File: src/rtl/triangle_tangent_bitangent_top_assert.svh
// Assertion helpers shared by the block's RTL files.
`ifndef TRIANGLE_TANGENT_BITANGENT_TOP_ASSERT_SVH
`define TRIANGLE_TANGENT_BITANGENT_TOP_ASSERT_SVH

// Check that the consequent holds in the same cycle as the antecedent.
`define TTB_ASSERT_NOW(label, clk, rstn, pre, post) \
    label: assert property (@(posedge clk) disable iff (!rstn) (pre) |-> (post)) \
        else $error("assertion failed");

// Check that the consequent holds in the cycle after the antecedent.
`define TTB_ASSERT_NEXT(label, clk, rstn, pre, post) \
    label: assert property (@(posedge clk) disable iff (!rstn) (pre) |=> (post)) \
        else $error("assertion failed");

`endif

File: src/rtl/ttb_pkg.sv
`default_nettype none
package ttb_pkg;

    localparam int unsigned COORD_W    = 16;
    localparam int unsigned DELTA_W    = 17;
    localparam int unsigned PROD_W     = 34;
    localparam int unsigned ACC_W      = 35;
    localparam int unsigned DEN_W      = 34;
    localparam int unsigned DVD_W      = 55;
    localparam int unsigned REM_W      = 35;
    localparam int unsigned FRAC_SHIFT = 20;
    localparam int unsigned RES_W      = 32;
    localparam int unsigned NUM_RES    = 6;
    localparam int unsigned DIV_STEPS  = 55;
    localparam int unsigned STEP_W     = 6;
    localparam int unsigned PAIR_W     = 3;

    // Pair index: the determinant first, then three tangent and three bitangent numerators.
    localparam logic [PAIR_W-1:0] PAIR_DET  = 3'd0;
    localparam logic [PAIR_W-1:0] PAIR_LAST = 3'd6;

    // Vertex phase codes.
    localparam logic [1:0] PHASE_ZERO = 2'd0;
    localparam logic [1:0] PHASE_ONE  = 2'd1;
    localparam logic [1:0] PHASE_TWO  = 2'd2;
    localparam logic [1:0] PHASE_BAD  = 2'd3;

    typedef struct packed {
        logic signed [COORD_W-1:0] pos_x;
        logic signed [COORD_W-1:0] pos_y;
        logic signed [COORD_W-1:0] pos_z;
        logic signed [COORD_W-1:0] tex_u;
        logic signed [COORD_W-1:0] tex_v;
    } ttb_in_t;

    typedef struct packed {
        logic signed [RES_W-1:0] tan_x;
        logic signed [RES_W-1:0] tan_y;
        logic signed [RES_W-1:0] tan_z;
        logic signed [RES_W-1:0] bitan_x;
        logic signed [RES_W-1:0] bitan_y;
        logic signed [RES_W-1:0] bitan_z;
        logic                    degenerate;
    } ttb_out_t;

    // One closed triangle: edge vectors and UV deltas.
    typedef struct packed {
        logic signed [DELTA_W-1:0] e1_x;
        logic signed [DELTA_W-1:0] e1_y;
        logic signed [DELTA_W-1:0] e1_z;
        logic signed [DELTA_W-1:0] e2_x;
        logic signed [DELTA_W-1:0] e2_y;
        logic signed [DELTA_W-1:0] e2_z;
        logic signed [DELTA_W-1:0] du1;
        logic signed [DELTA_W-1:0] dv1;
        logic signed [DELTA_W-1:0] du2;
        logic signed [DELTA_W-1:0] dv2;
    } ttb_job_t;

    typedef enum logic [4:0] {
        ST_IDLE = 5'b00001,
        ST_MUL  = 5'b00010,
        ST_ACC  = 5'b00100,
        ST_DIV  = 5'b01000,
        ST_OUT  = 5'b10000
    } ttb_state_t;

endpackage
`default_nettype wire

File: src/rtl/ttb_fifo.sv
`default_nettype none
`include "triangle_tangent_bitangent_top_assert.svh"
module ttb_fifo import ttb_pkg::*; #(
    parameter int unsigned DEPTH = 2
) (
    input  wire logic     aclk,
    input  wire logic     aresetn,
    input  wire logic     push,
    input  wire ttb_job_t push_job,
    output logic          full,
    input  wire logic     pop,
    output ttb_job_t      pop_job,
    output logic          not_empty
);

    localparam int unsigned PTR_W = (DEPTH > 1) ? $clog2(DEPTH) : 1;
    localparam int unsigned CNT_W = $clog2(DEPTH + 1);
    localparam logic [PTR_W-1:0] PTR_LAST = PTR_W'(DEPTH - 1);
    localparam logic [CNT_W-1:0] CNT_FULL = CNT_W'(DEPTH);

    ttb_job_t         mem_reg [DEPTH];
    logic [PTR_W-1:0] wr_ptr_reg, wr_ptr_next;
    logic [PTR_W-1:0] rd_ptr_reg, rd_ptr_next;
    logic [CNT_W-1:0] count_reg, count_next;

    assign full      = (count_reg == CNT_FULL);
    assign not_empty = (count_reg != '0);
    assign pop_job   = mem_reg[rd_ptr_reg];

    // Pointer and fill count updates.
    always_comb begin
        wr_ptr_next = wr_ptr_reg;
        rd_ptr_next = rd_ptr_reg;
        count_next  = count_reg;
        if (push) begin
            wr_ptr_next = (wr_ptr_reg == PTR_LAST) ? '0 : wr_ptr_reg + 1'b1;
        end
        if (pop) begin
            rd_ptr_next = (rd_ptr_reg == PTR_LAST) ? '0 : rd_ptr_reg + 1'b1;
        end
        if (push && !pop) begin
            count_next = count_reg + 1'b1;
        end else if (pop && !push) begin
            count_next = count_reg - 1'b1;
        end
    end

    always_ff @(posedge aclk) begin
        if (!aresetn) begin
            wr_ptr_reg <= '0;
            rd_ptr_reg <= '0;
            count_reg  <= '0;
        end else begin
            wr_ptr_reg <= wr_ptr_next;
            rd_ptr_reg <= rd_ptr_next;
            count_reg  <= count_next;
        end
    end

    // Storage needs no reset.
    always_ff @(posedge aclk) begin
        if (push) begin
            mem_reg[wr_ptr_reg] <= push_job;
        end
    end

    `TTB_ASSERT_NOW(a_fifo_count_bound, aclk, aresetn, 1'b1, count_reg <= CNT_FULL)
    `TTB_ASSERT_NOW(a_fifo_no_overflow, aclk, aresetn, full, !push || pop)
    `TTB_ASSERT_NOW(a_fifo_no_underflow, aclk, aresetn, pop, not_empty)

endmodule
`default_nettype wire

File: src/rtl/ttb_front.sv
`default_nettype none
`include "triangle_tangent_bitangent_top_assert.svh"
module ttb_front import ttb_pkg::*; (
    input  wire logic    aclk,
    input  wire logic    aresetn,
    input  wire logic    s_valid,
    output logic         s_ready,
    input  wire ttb_in_t s_data,
    output logic         push,
    output ttb_job_t     push_job,
    input  wire logic    fifo_full
);

    logic [1:0] phase_reg, phase_next;
    ttb_in_t    held0_reg;
    ttb_in_t    held1_reg;
    logic       closing;
    logic       accept;

    // The third vertex closes a triangle and needs room in the queue.
    assign closing = (phase_reg == PHASE_TWO);
    assign s_ready = !closing || !fifo_full;
    assign accept  = s_valid && s_ready;
    assign push    = accept && closing;

    // Edge vectors and UV deltas relative to the first vertex.
    always_comb begin
        push_job.e1_x = DELTA_W'(held1_reg.pos_x) - DELTA_W'(held0_reg.pos_x);
        push_job.e1_y = DELTA_W'(held1_reg.pos_y) - DELTA_W'(held0_reg.pos_y);
        push_job.e1_z = DELTA_W'(held1_reg.pos_z) - DELTA_W'(held0_reg.pos_z);
        push_job.e2_x = DELTA_W'(s_data.pos_x) - DELTA_W'(held0_reg.pos_x);
        push_job.e2_y = DELTA_W'(s_data.pos_y) - DELTA_W'(held0_reg.pos_y);
        push_job.e2_z = DELTA_W'(s_data.pos_z) - DELTA_W'(held0_reg.pos_z);
        push_job.du1  = DELTA_W'(held1_reg.tex_u) - DELTA_W'(held0_reg.tex_u);
        push_job.dv1  = DELTA_W'(held1_reg.tex_v) - DELTA_W'(held0_reg.tex_v);
        push_job.du2  = DELTA_W'(s_data.tex_u) - DELTA_W'(held0_reg.tex_u);
        push_job.dv2  = DELTA_W'(s_data.tex_v) - DELTA_W'(held0_reg.tex_v);
    end

    // Phase advance on each accepted vertex.
    always_comb begin
        phase_next = phase_reg;
        if (accept) begin
            case (phase_reg)
                PHASE_ZERO: phase_next = PHASE_ONE;
                PHASE_ONE:  phase_next = PHASE_TWO;
                PHASE_TWO:  phase_next = PHASE_ZERO;
                default:    phase_next = PHASE_ONE;
            endcase
        end
    end

    always_ff @(posedge aclk) begin
        if (!aresetn) begin
            phase_reg <= PHASE_ZERO;
        end else begin
            phase_reg <= phase_next;
        end
    end

    // The first two vertices of a triangle are held.
    always_ff @(posedge aclk) begin
        if (accept && (phase_reg == PHASE_ZERO || phase_reg == PHASE_BAD)) begin
            held0_reg <= s_data;
        end
        if (accept && phase_reg == PHASE_ONE) begin
            held1_reg <= s_data;
        end
    end

    `TTB_ASSERT_NOW(a_front_phase_valid, aclk, aresetn, 1'b1, phase_reg != PHASE_BAD)
    `TTB_ASSERT_NEXT(a_front_push_wraps, aclk, aresetn, push, phase_reg == PHASE_ZERO)

endmodule
`default_nettype wire

File: src/rtl/ttb_back.sv
`default_nettype none
`include "triangle_tangent_bitangent_top_assert.svh"
module ttb_back import ttb_pkg::*; (
    input  wire logic     aclk,
    input  wire logic     aresetn,
    input  wire logic     job_valid,
    input  wire ttb_job_t job_data,
    output logic          pop,
    output logic          m_valid,
    input  wire logic     m_ready,
    output ttb_out_t      m_data
);

    ttb_state_t               state_reg, state_next;
    ttb_job_t                 job_reg;
    logic [PAIR_W-1:0]        pair_reg;
    logic                     half_reg;
    logic signed [PROD_W-1:0] prod_reg;
    logic signed [ACC_W-1:0]  acc_reg;
    logic                     det_neg_reg;
    logic [DEN_W-1:0]         den_reg;
    logic                     neg_reg;
    logic [DVD_W-1:0]         dvd_reg;
    logic [REM_W-1:0]         rem_reg;
    logic [DVD_W-1:0]         quo_reg;
    logic [STEP_W-1:0]        step_reg;
    logic [RES_W-1:0]         res_reg [NUM_RES];
    logic                     degen_reg;
    logic                     m_valid_reg;
    ttb_out_t                 m_data_reg;

    logic signed [DELTA_W-1:0] op_a, op_b;
    logic signed [ACC_W-1:0]   diff;
    logic [ACC_W-1:0]          diff_neg;
    logic [DEN_W-1:0]          diff_abs;
    logic [REM_W-1:0]          rem_sh;
    logic                      quo_bit;
    logic [DVD_W-1:0]          quo_next;
    logic [RES_W-1:0]          sat_val;
    logic [PAIR_W-1:0]         res_idx;
    logic                      out_free;

    assign pop      = (state_reg == ST_IDLE) && job_valid;
    assign out_free = !m_valid_reg || m_ready;
    assign m_valid  = m_valid_reg;
    assign m_data   = m_data_reg;
    assign res_idx  = pair_reg - 1'b1;

    // Operand pair for the shared multiplier.
    always_comb begin
        case (pair_reg)
            3'd0: begin
                op_a = half_reg ? job_reg.du2 : job_reg.du1;
                op_b = half_reg ? job_reg.dv1 : job_reg.dv2;
            end
            3'd1: begin
                op_a = half_reg ? job_reg.dv1 : job_reg.dv2;
                op_b = half_reg ? job_reg.e2_x : job_reg.e1_x;
            end
            3'd2: begin
                op_a = half_reg ? job_reg.dv1 : job_reg.dv2;
                op_b = half_reg ? job_reg.e2_y : job_reg.e1_y;
            end
            3'd3: begin
                op_a = half_reg ? job_reg.dv1 : job_reg.dv2;
                op_b = half_reg ? job_reg.e2_z : job_reg.e1_z;
            end
            3'd4: begin
                op_a = half_reg ? job_reg.du2 : job_reg.du1;
                op_b = half_reg ? job_reg.e1_x : job_reg.e2_x;
            end
            3'd5: begin
                op_a = half_reg ? job_reg.du2 : job_reg.du1;
                op_b = half_reg ? job_reg.e1_y : job_reg.e2_y;
            end
            3'd6: begin
                op_a = half_reg ? job_reg.du2 : job_reg.du1;
                op_b = half_reg ? job_reg.e1_z : job_reg.e2_z;
            end
            default: begin
                op_a = '0;
                op_b = '0;
            end
        endcase
    end

    // Difference of the two products and its magnitude.
    assign diff     = acc_reg - ACC_W'(prod_reg);
    assign diff_neg = -diff;
    assign diff_abs = diff[ACC_W-1] ? diff_neg[DEN_W-1:0] : diff[DEN_W-1:0];

    // One restoring division step per cycle.
    always_comb begin
        rem_sh   = {rem_reg[REM_W-2:0], dvd_reg[DVD_W-1]};
        quo_bit  = (rem_sh >= REM_W'(den_reg));
        quo_next = {quo_reg[DVD_W-2:0], quo_bit};
    end

    // Saturate the rounded magnitude to the signed result range.
    always_comb begin
        if (neg_reg) begin
            if (quo_next > DVD_W'(33'h080000000)) begin
                sat_val = 32'h80000000;
            end else begin
                sat_val = -quo_next[RES_W-1:0];
            end
        end else begin
            if (quo_next > DVD_W'(32'h7FFFFFFF)) begin
                sat_val = 32'h7FFFFFFF;
            end else begin
                sat_val = quo_next[RES_W-1:0];
            end
        end
    end

    // Sequencer.
    always_comb begin
        state_next = state_reg;
        case (state_reg)
            ST_IDLE: begin
                if (job_valid) begin
                    state_next = ST_MUL;
                end
            end
            ST_MUL: begin
                state_next = ST_ACC;
            end
            ST_ACC: begin
                if (half_reg) begin
                    if (pair_reg == PAIR_DET) begin
                        state_next = (diff == '0) ? ST_OUT : ST_MUL;
                    end else begin
                        state_next = ST_DIV;
                    end
                end else begin
                    state_next = ST_MUL;
                end
            end
            ST_DIV: begin
                if (step_reg == STEP_W'(DIV_STEPS - 1)) begin
                    state_next = (pair_reg == PAIR_LAST) ? ST_OUT : ST_MUL;
                end
            end
            ST_OUT: begin
                if (out_free) begin
                    state_next = ST_IDLE;
                end
            end
            default: begin
                state_next = ST_IDLE;
            end
        endcase
    end

    always_ff @(posedge aclk) begin
        if (!aresetn) begin
            state_reg   <= ST_IDLE;
            m_valid_reg <= 1'b0;
        end else begin
            state_reg <= state_next;
            if (state_reg == ST_OUT && out_free) begin
                m_valid_reg <= 1'b1;
            end else if (m_ready) begin
                m_valid_reg <= 1'b0;
            end
        end
    end

    // Datapath registers.
    always_ff @(posedge aclk) begin
        case (state_reg)
            ST_IDLE: begin
                job_reg   <= job_data;
                pair_reg  <= PAIR_DET;
                half_reg  <= 1'b0;
                degen_reg <= 1'b0;
            end
            ST_MUL: begin
                prod_reg <= op_a * op_b;
            end
            ST_ACC: begin
                if (!half_reg) begin
                    acc_reg  <= ACC_W'(prod_reg);
                    half_reg <= 1'b1;
                end else begin
                    half_reg <= 1'b0;
                    if (pair_reg == PAIR_DET) begin
                        det_neg_reg <= diff[ACC_W-1];
                        den_reg     <= diff_abs;
                        pair_reg    <= pair_reg + 1'b1;
                        if (diff == '0) begin
                            degen_reg <= 1'b1;
                            for (int i = 0; i < NUM_RES; i++) begin
                                res_reg[i] <= '0;
                            end
                        end
                    end else begin
                        neg_reg  <= diff[ACC_W-1] ^ det_neg_reg;
                        dvd_reg  <= (DVD_W'(diff_abs) << FRAC_SHIFT) + DVD_W'(den_reg >> 1);
                        rem_reg  <= '0;
                        quo_reg  <= '0;
                        step_reg <= '0;
                    end
                end
            end
            ST_DIV: begin
                rem_reg  <= quo_bit ? (rem_sh - REM_W'(den_reg)) : rem_sh;
                quo_reg  <= quo_next;
                dvd_reg  <= dvd_reg << 1;
                step_reg <= step_reg + 1'b1;
                if (step_reg == STEP_W'(DIV_STEPS - 1)) begin
                    res_reg[res_idx] <= sat_val;
                    pair_reg         <= pair_reg + 1'b1;
                end
            end
            ST_OUT: begin
                if (out_free) begin
                    m_data_reg.tan_x      <= res_reg[0];
                    m_data_reg.tan_y      <= res_reg[1];
                    m_data_reg.tan_z      <= res_reg[2];
                    m_data_reg.bitan_x    <= res_reg[3];
                    m_data_reg.bitan_y    <= res_reg[4];
                    m_data_reg.bitan_z    <= res_reg[5];
                    m_data_reg.degenerate <= degen_reg;
                end
            end
            default: begin
            end
        endcase
    end

    `TTB_ASSERT_NOW(a_back_state_onehot, aclk, aresetn, 1'b1, $onehot(state_reg))
    `TTB_ASSERT_NOW(a_back_div_bound, aclk, aresetn, state_reg == ST_DIV,
        step_reg < STEP_W'(DIV_STEPS) && pair_reg != PAIR_DET)
    `TTB_ASSERT_NOW(a_back_degen_zero, aclk, aresetn, m_valid_reg && m_data_reg.degenerate,
        m_data_reg.tan_x == '0 && m_data_reg.bitan_z == '0)

endmodule
`default_nettype wire

File: src/rtl/triangle_tangent_bitangent_top.sv
// Processing: one shared 17x17 multiplier forms each product pair, the determinant first,
// and one radix-2 divider produces each of the six outputs in turn; when the UV determinant
// is zero the divider is skipped and the result is flagged degenerate with zero outputs.
// The back end takes a new triangle only after handing the last result to its output register;
// vertices are taken one per cycle while the two-entry triangle queue has room.
// Reset: aresetn is synchronous, active low, and clears the vertex phase, queue and valids.
`default_nettype none
module triangle_tangent_bitangent_top import ttb_pkg::*; #(
    parameter int unsigned QUEUE_DEPTH = 2
) (
    input  wire logic     aclk,
    input  wire logic     aresetn,
    input  wire logic     s_valid,
    output logic          s_ready,
    input  wire ttb_in_t  s_data,
    output logic          m_valid,
    input  wire logic     m_ready,
    output ttb_out_t      m_data
);

    logic     push;
    ttb_job_t push_job;
    logic     fifo_full;
    logic     pop;
    ttb_job_t pop_job;
    logic     job_valid;

    // Vertex gathering and edge formation.
    ttb_front u_front (
        .aclk      (aclk),
        .aresetn   (aresetn),
        .s_valid   (s_valid),
        .s_ready   (s_ready),
        .s_data    (s_data),
        .push      (push),
        .push_job  (push_job),
        .fifo_full (fifo_full)
    );

    // Triangle queue between the two halves.
    ttb_fifo #(
        .DEPTH (QUEUE_DEPTH)
    ) u_fifo (
        .aclk      (aclk),
        .aresetn   (aresetn),
        .push      (push),
        .push_job  (push_job),
        .full      (fifo_full),
        .pop       (pop),
        .pop_job   (pop_job),
        .not_empty (job_valid)
    );

    // Determinant, numerators and division.
    ttb_back u_back (
        .aclk      (aclk),
        .aresetn   (aresetn),
        .job_valid (job_valid),
        .job_data  (pop_job),
        .pop       (pop),
        .m_valid   (m_valid),
        .m_ready   (m_ready),
        .m_data    (m_data)
    );

endmodule
`default_nettype wire
File: config.mk
export PLATFORM = sky130hd
export DESIGN_NAME = triangle_tangent_bitangent_top
export DESIGN_NICKNAME = d
export VERILOG_FILES = /design/src/rtl/ttb_pkg.sv /design/src/rtl/ttb_fifo.sv /design/src/rtl/ttb_front.sv /design/src/rtl/ttb_back.sv /design/src/rtl/triangle_tangent_bitangent_top.sv
export VERILOG_INCLUDE_DIRS = /design/src /design/src/rtl
export SDC_FILE = /design/constraint.sdc
export NUM_CORES = 2
export LEC_CHECK = 0
export BUFFER_PORTS_ARGS = -buffer_cell sky130_fd_sc_hd__clkbuf_2
export CAP_MARGIN = 10
export CORE_MARGIN = 4
export CORE_UTILIZATION = 30
export CTS_CLUSTER_DIAMETER = 30
export DETAILED_ROUTE_END_ITERATION = 10
export PLACE_DENSITY = 0.52
export SYNTH_ARGS = -nofsm -noshare
export SYNTH_HDL_FRONTEND = slang
export SYNTH_SLANG_ARGS = --single-unit
File: constraint.sdc
create_clock -name aclk -period 9.3 [get_ports aclk]
set_input_delay 0.93 -clock aclk [delete_from_list [all_inputs] [get_ports aclk]]
set_output_delay 0.93 -clock aclk [all_outputs]
set_load 0.03 [all_outputs]
; Yosys cells after proc, flatten, opt, wreduce, memory -nomap -nowiden
; Memory sizes are Yosys's and may differ from the RTL's. A register that Yosys moved wholly into a read port is not among the register bits.
; Index checks and enable logic that the tools add are counted.
[classes]
eq_ne = 23
muxes = 65
magnitude_cmp = 3
bitwise = 3
reduce_logical = 36
addsub = 22
multipliers = 1
[op_table]
columns = operator, count
row1 = subtractor 16 x 16 -> 17 bit, 10
row2 = 2-to-1 mux 17 bit, 8
row3 = 2-to-1 mux 34 bit, 4
row4 = 2-to-1 mux 32 bit, 4
row5 = case mux 17 bit (7 select lines), 1
row6 = 2-to-1 mux 55 bit, 2
row7 = case mux 55 bit (2 select lines), 1
row8 = 2-to-1 mux 54 bit, 2
row9 = case mux 54 bit (2 select lines), 1
row10 = case mux 34 bit (2 select lines), 1
row11 = adder 54 x 33 -> 55 bit, 1
row12 = "> comparator 55 x 31 -> 1 bit, second input constant", 1
row13 = "> comparator 55 x 32 -> 1 bit, second input constant", 1
row14 = >= comparator 35 x 34 -> 1 bit, 1
row15 = logical NOT 35 bit, 1
row16 = 2-to-1 mux 5 bit, 7
row17 = subtractor 34 x 34 -> 35 bit, 1
row18 = multiplier 17 x 17 -> 34 bit, 1
row19 = negator 34 bit, 1
row20 = case mux 17 bit (2 select lines), 1
row21 = subtractor 34 bit, 1
row22 = negator 32 bit, 1
row23 = OR reduction 32 bit, 1
row24 = case mux 5 bit (5 select lines), 1
row25 = 41 further kinds, 99
[totals]
in_bits = 84
output_inout_bits = 195
regBits = 431
mem_bits_rw = 532
mem_count = 2
wordCells = 184
[mem_list]
columns = memory, depth, width, rd, rd_ports_with_merged_regs, write_ports, line_no
row1 = u_fifo.mem_reg, 2, 170, 1, 1, 1, ttb_fifo.sv:21  ; ttb_job_t mem_reg [DEPTH];
row2 = u_back.res_reg, 6, 32, 6, 6, 6, ttb_back.sv:27  ; logic [RES_W-1:0] res_reg [NUM_RES];

; Logic depth before layout (Yosys ltp)
[logic_depth]
ltp_word = 9
mapped_depth = 37
mapped_depth_nobuf = 33

; Hierarchy
; From an unflattened synthesis, not the netlist that was laid out.
[unflattened]
hier_cells = 5966
area_unflattened_um2 = 73663.1
[modules_own_cells]
columns = mod, seq_area_each_um2, instances, area_per_inst_um2, cells_per_inst
row1 = ttb_back, 24533.5, 1, 47619.4, 4056
row2 = ttb_front, 4844.6, 1, 13155.1, 1359
row3 = ttb_fifo, 10309.9, 1, 12888.6, 551

; Worst setup path before layout
; No wires, ideal clock.
[synth_path]
kind = in2reg
startpoint = in m_ready
endpoint = reg, netlist name m_data[100]
arrival_time_ns = 9.003
t_required_ns = 8.551
path_slack_ns = -0.452
setup_time_ns = 0.749
stages = 2
path_cell_list = nor2b_1 nor2_1
[synth_via]
elab_chain_len = 2
[synth_lines]
columns = item, line_no
row1 = from (decl), triangle_tangent_bitangent_top.sv:17  ; input wire logic m_ready,
row2 = logical OR 1 bit, ttb_back.sv:44  ; assign out_free = !m_valid_reg || m_ready;
row3 = AND reduction 2 bit (no source line), --
; Every way passes these cells.
; A chain may end at the register's enable or synchronous reset.

; Worst setup path in the final report
[layout_path]
startpoint = reg u_back.pair_reg[1]
endpoint = reg u_back.prod_reg[32] (data pin)
[layout_via]
elab_chain_len = 4
elab_cells_between_ends = 12
classes_between = mul: 1 / eq/ne: 6 / mux: 2 / reduce/logical: 3
[layout_lines]
columns = item, line_no
row1 = from (decl), ttb_back.sv:16  ; logic [PAIR_W-1:0] pair_reg;
row2 = from (signal assigned), ttb_back.sv:190  ; pair_reg <= pair_reg + 1'b1;
row3 = from (signal assigned), ttb_back.sv:213  ; pair_reg <= pair_reg + 1'b1;
row4 = "== test 3 bit, or another cell as far along", ttb_back.sv:51  ; case (pair_reg)
row5 = OR reduction 4 bit (no source line) / OR reduction 3 bit (equally long branches), --
row6 = case mux 17 bit (2 select lines), ttb_back.sv:51
row7 = multiplier 17 x 17 -> 34 bit *, ttb_back.sv:179  ; prod_reg <= op_a * op_b;
row8 = to (signal assigned), ttb_back.sv:179
row9 = to (decl), ttb_back.sv:18  ; logic signed [PROD_W-1:0] prod_reg;
; Mark *: on every way between the ends. The rest lies on a longest branch, timed or not.

==> flow_results.org <==
** Global routing
- The number of global-route vias before repair was 47,500.
- Pin count of the biggest net entering global routing :: around 130
- Leftover overflow at the end of global routing :: 0
- All-layer global routing usage :: 0.148
- First-pass GRT wire length :: 285,000 um
- The number of antenna violations at the first check in global routing is 17.

** Logic synthesis
- Part of the Yosys area used for sequential elements :: 0.552
- The Yosys step of the flow raised 0 warnings.
- Summing every instance area after synthesis gives 71,800 um2.
- Post-synth net total :: roughly 6,600
- Instance count of the mapped netlist :: about 5,900
- Of all flip-flops after synthesis, the portion carrying an async set or reset was 0.
- In the synthesized netlist the dominant register cell turns out to be sky130_fd_sc_hd__edfxtp_1.
- Avg Inst Size Synth :: roughly 12 um2
- Unique cell type count in the Yosys netlist :: around 110
- Flop and latch count out of synthesis :: between 1,000 and 1,500
- Yosys mapped a number of flops with a built-in enable equal to roughly 1,300.

** Clock tree
- TritonCTS built the clock tree.
- In this run the number of H-tree levels came out at 5.
- Once the clock tree was built, the setup fixing pass inserted 0 buffers.
- TritonCTS buffer count :: 313
- CTS hold repair buffers :: 0
- Clock latency on the worst-skew pair, taken at its later pin, is 0.91 ns.
- Count of clock tree sinks :: around 1,300
- Number of gates resized after cts :: 0
- The tree is rooted in a sky130_fd_sc_hd__clkbuf_16.
- No sink is reached through more buffers than the 4 on the longest clock path.
- Clock-pin slew reported for the worst setup and hold paths after clock tree synthesis :: 0.05 ns

** Layout
- The finished cells cover 87,500 um2.
- After filler insertion, the fill cell instance count of the layout stands at between 20,000 and 25,000.
- Multi-input gate area :: ~29,000 um2
- Relative to the synthesized area, the layout overhead comes to 21.9%.
- The register with the most flip-flops in the layout has between 300 and 400 of them.
- Of the cells placed in the final design, the portion with a size suffix greater than 1 is 0.175.
- At the end of the flow the core is filled with cells to 0.368.
- Sequential cell area :: 39,700 um2
- Number of nets in the finished design :: just over 7,000

** STA
- The number of slew-limit violations in the final report is 0.
- In this run the tightest slew margin relative to its limit is 0.198.
- Fin Setup TNS :: 0 ns
- Highest Clock Rate :: around 110 MHz
- Clock period minus final worst setup slack :: between 8 and 9 ns
- The hold violation count in the final report was 0.
- Setup violations remaining at the end of the flow were counted as 0.
- In the post-route analysis, the smallest setup slack over all paths is around 0.55 ns.
- Least-Margin Pin Slew :: 1.20 ns
- For the final database, setup skew stands at approximately 0.10 ns.
- Share of the clock period used by the worst path :: 0.941
- Setup repair after global routing left no endpoint under its margin.

** Worst setup path
- Critical path's largest stage delay :: about 0.67 ns
- Required time of the critical path :: about 9.9 ns
- Broken down by cell family, the worst path's largest delay share belongs to adder cells.
- The worst setup path is captured at a flip-flop.
- Along the worst path, the maximum fanout reaches 19.
- Max stage delay cell, worst path :: sky130_fd_sc_hd__and2_1
- Worst EP arrival :: just over 9 ns
- Element type at the critical path start :: flip-flop
- The critical path is of the reg2reg type.
- WP buf/inv :: 7

** Floorplanning
- In this run the standard cell core region covers between 200,000 and 250,000 um2.
- FP Rows :: roughly 180
- Die width :: 497 um
- Ports placed on the boundary :: 279
- The die covers roughly 250,000 um2.
- The die is slightly below 500 um tall.
- For this configuration, the core starts out at a cell density of 0.302.

** Route
- Routed via count :: 46,300
- Total length of routed wires :: around 190,000 um
- Antenna viol nets, final :: 0
- Starting DRC count in detailed routing :: between 3,000 and 4,000
- Post-detailed-route wirelength per cell :: ~19 um
- For this run, design rule violations remaining after detail routing come to 0.
- Length of the first detailed-routing pass in iterations :: 7
- Per-cell via count in the routed design :: 4.73

** Place
- Once placement finished, the instance area stood at 77,500 um2.
- Setup slack at placement :: just under 0.6 ns
- At the end of routability-driven placement, the weighted congestion stood at between 0.8 and 0.9.
- Summed over all nets, the half-perimeter wirelength after detailed placement is 135,000 um.
- Input and output buffers added on the ports amount to about 280.

** Job
- Max-cap violations in this run came to 0.

** Hold path
- The worst hold path belongs to the class in2reg.

** Outcome
- Run status :: complete, no violations
per-layer routing:
metal | track usage | up-vias | part of all wire
met2 | 0.241 | 1333 | 0.46
met1 | 0.193 | 22600 | 0.44
met4 | 0.0611 | 10 | 0.039
li1 | - | 22000 | -
met3 | 0.0271 | 425 | 0.053
met5 | 0 | - | 0.00026
final cells by class:
type | count | area share
well taps | 3167 | 0.0453
flip-flops and latches | 1325 | 0.453
inverters | 724 | 0.0311
clock inverters | 191 | 0.0228
diodes | 6 | 0.000172
multi-input cells | 3652 | 0.329
clock buffers | 344 | 0.0920
repair buffers | 382 | 0.0261
stage by stage:
stage / std cells / hold WS [ns]
4_1_cts: 9785 / 0.137
3_5_place_dp: 9250 / 0.405
6_report: 9791 / 0.236
5_1_grt: 9787 / 0.170
2_1_floorplan: 5880 / 0.400
3_3_place_gp: 9250 / 0.400
Yosys cell counts, types with 13 or more instances:
library cell,number,area (um2)
sky130_fd_sc_hd__a211oi_1,20,150
sky130_fd_sc_hd__a21boi_0,80,601
sky130_fd_sc_hd__a21o_1,53,398
sky130_fd_sc_hd__a21oi_1,194,971
sky130_fd_sc_hd__a222oi_1,14,140
sky130_fd_sc_hd__a22oi_1,55,413
sky130_fd_sc_hd__a31oi_1,43,269
sky130_fd_sc_hd__and2_1,81,507
sky130_fd_sc_hd__and3_1,31,194
sky130_fd_sc_hd__buf_1,19,71.3
sky130_fd_sc_hd__clkbuf_1,152,571
sky130_fd_sc_hd__edfxtp_1,1313,39400
sky130_fd_sc_hd__fa_1,310,6210
sky130_fd_sc_hd__ha_1,340,4250
sky130_fd_sc_hd__inv_1,722,2710
sky130_fd_sc_hd__mux2_2,194,2180
sky130_fd_sc_hd__mux2i_1,38,380
sky130_fd_sc_hd__mux4_2,13,293
sky130_fd_sc_hd__nand2_1,369,1390
sky130_fd_sc_hd__nand2b_1,30,188
sky130_fd_sc_hd__nand3_1,71,355
sky130_fd_sc_hd__nand3b_1,16,120
sky130_fd_sc_hd__nand4_1,37,231
sky130_fd_sc_hd__nor2_1,678,2540
sky130_fd_sc_hd__nor2b_1,50,313
sky130_fd_sc_hd__nor3_1,95,475
sky130_fd_sc_hd__nor4_1,30,188
sky130_fd_sc_hd__o211ai_1,17,128
sky130_fd_sc_hd__o21a_1,27,203
sky130_fd_sc_hd__o21ai_0,246,1230
sky130_fd_sc_hd__o21ai_1,19,95.1
sky130_fd_sc_hd__o21bai_1,17,128
sky130_fd_sc_hd__o22a_1,18,158
sky130_fd_sc_hd__o22ai_1,27,169
sky130_fd_sc_hd__o31ai_1,17,128
sky130_fd_sc_hd__or2_2,27,169
sky130_fd_sc_hd__or3_1,26,163
sky130_fd_sc_hd__xnor2_1,121,1060
sky130_fd_sc_hd__xor2_1,62,543
cells by family (layout without fill, tap and decap cells):
family | Yosys count | in the layout | share of synthesized area
flip-flops | 1325 | 1325 | 0.552
AND/OR/NAND/NOR | 1593 | 1593 | 0.101
XOR/XNOR | 183 | 183 | 0.0223
other | 0 | 6 | 0
AO/OA/AOI/OAI | 981 | 981 | 0.0907
buffers and inverters | 903 | 1641 | 0.0476
multiplexers | 245 | 245 | 0.0398
adder cells (fa/ha/maj) | 650 | 650 | 0.146
worst paths after layout:
check,start,end,slack (ns),cells past startpoint
min,s_data[53],u_front.held0_reg[53],0.24,1
min reg2reg,u_back.res_reg[1][6],m_data[135],0.40,0
max reg2reg,u_back.pair_reg[1],u_back.prod_reg[32],0.55,30
max,u_back.pair_reg[1],u_back.prod_reg[32],0.55,30
cells in the final DEF, fill, tap and decap left out, types with 26 or more instances in the layout:
master	n
sky130_fd_sc_hd__o21a_1	27
sky130_fd_sc_hd__ha_1	340
sky130_fd_sc_hd__nand2b_1	30
sky130_fd_sc_hd__mux2i_1	38
sky130_fd_sc_hd__clkinv_2	51
sky130_fd_sc_hd__mux2_2	194
sky130_fd_sc_hd__buf_4	95
sky130_fd_sc_hd__clkinvlp_4	26
sky130_fd_sc_hd__and3_1	28
sky130_fd_sc_hd__clkbuf_2	278
sky130_fd_sc_hd__nand4_1	37
sky130_fd_sc_hd__o22ai_1	27
sky130_fd_sc_hd__and2_1	81
sky130_fd_sc_hd__nor3_1	92
sky130_fd_sc_hd__or2_2	27
sky130_fd_sc_hd__xor2_1	62
sky130_fd_sc_hd__xnor2_1	121
sky130_fd_sc_hd__clkinv_1	39
sky130_fd_sc_hd__a31oi_1	43
sky130_fd_sc_hd__or3_1	26
sky130_fd_sc_hd__fa_1	310
sky130_fd_sc_hd__a21o_1	53
sky130_fd_sc_hd__clkbuf_1	26
sky130_fd_sc_hd__edfxtp_1	1313
sky130_fd_sc_hd__bufinv_16	34
sky130_fd_sc_hd__nor2b_1	48
sky130_fd_sc_hd__nor4_1	30
sky130_fd_sc_hd__o21ai_0	246
sky130_fd_sc_hd__nand2_1	363
sky130_fd_sc_hd__clkbuf_16	318
sky130_fd_sc_hd__a21boi_0	80
sky130_fd_sc_hd__inv_1	721
sky130_fd_sc_hd__a21oi_1	194
sky130_fd_sc_hd__nand3_1	71
sky130_fd_sc_hd__a22oi_1	55
sky130_fd_sc_hd__nor2_1	674
Power is left out: the tool's default activity adds up to more than one toggle a clock period on the data nets, which glitch-free logic cannot reach.
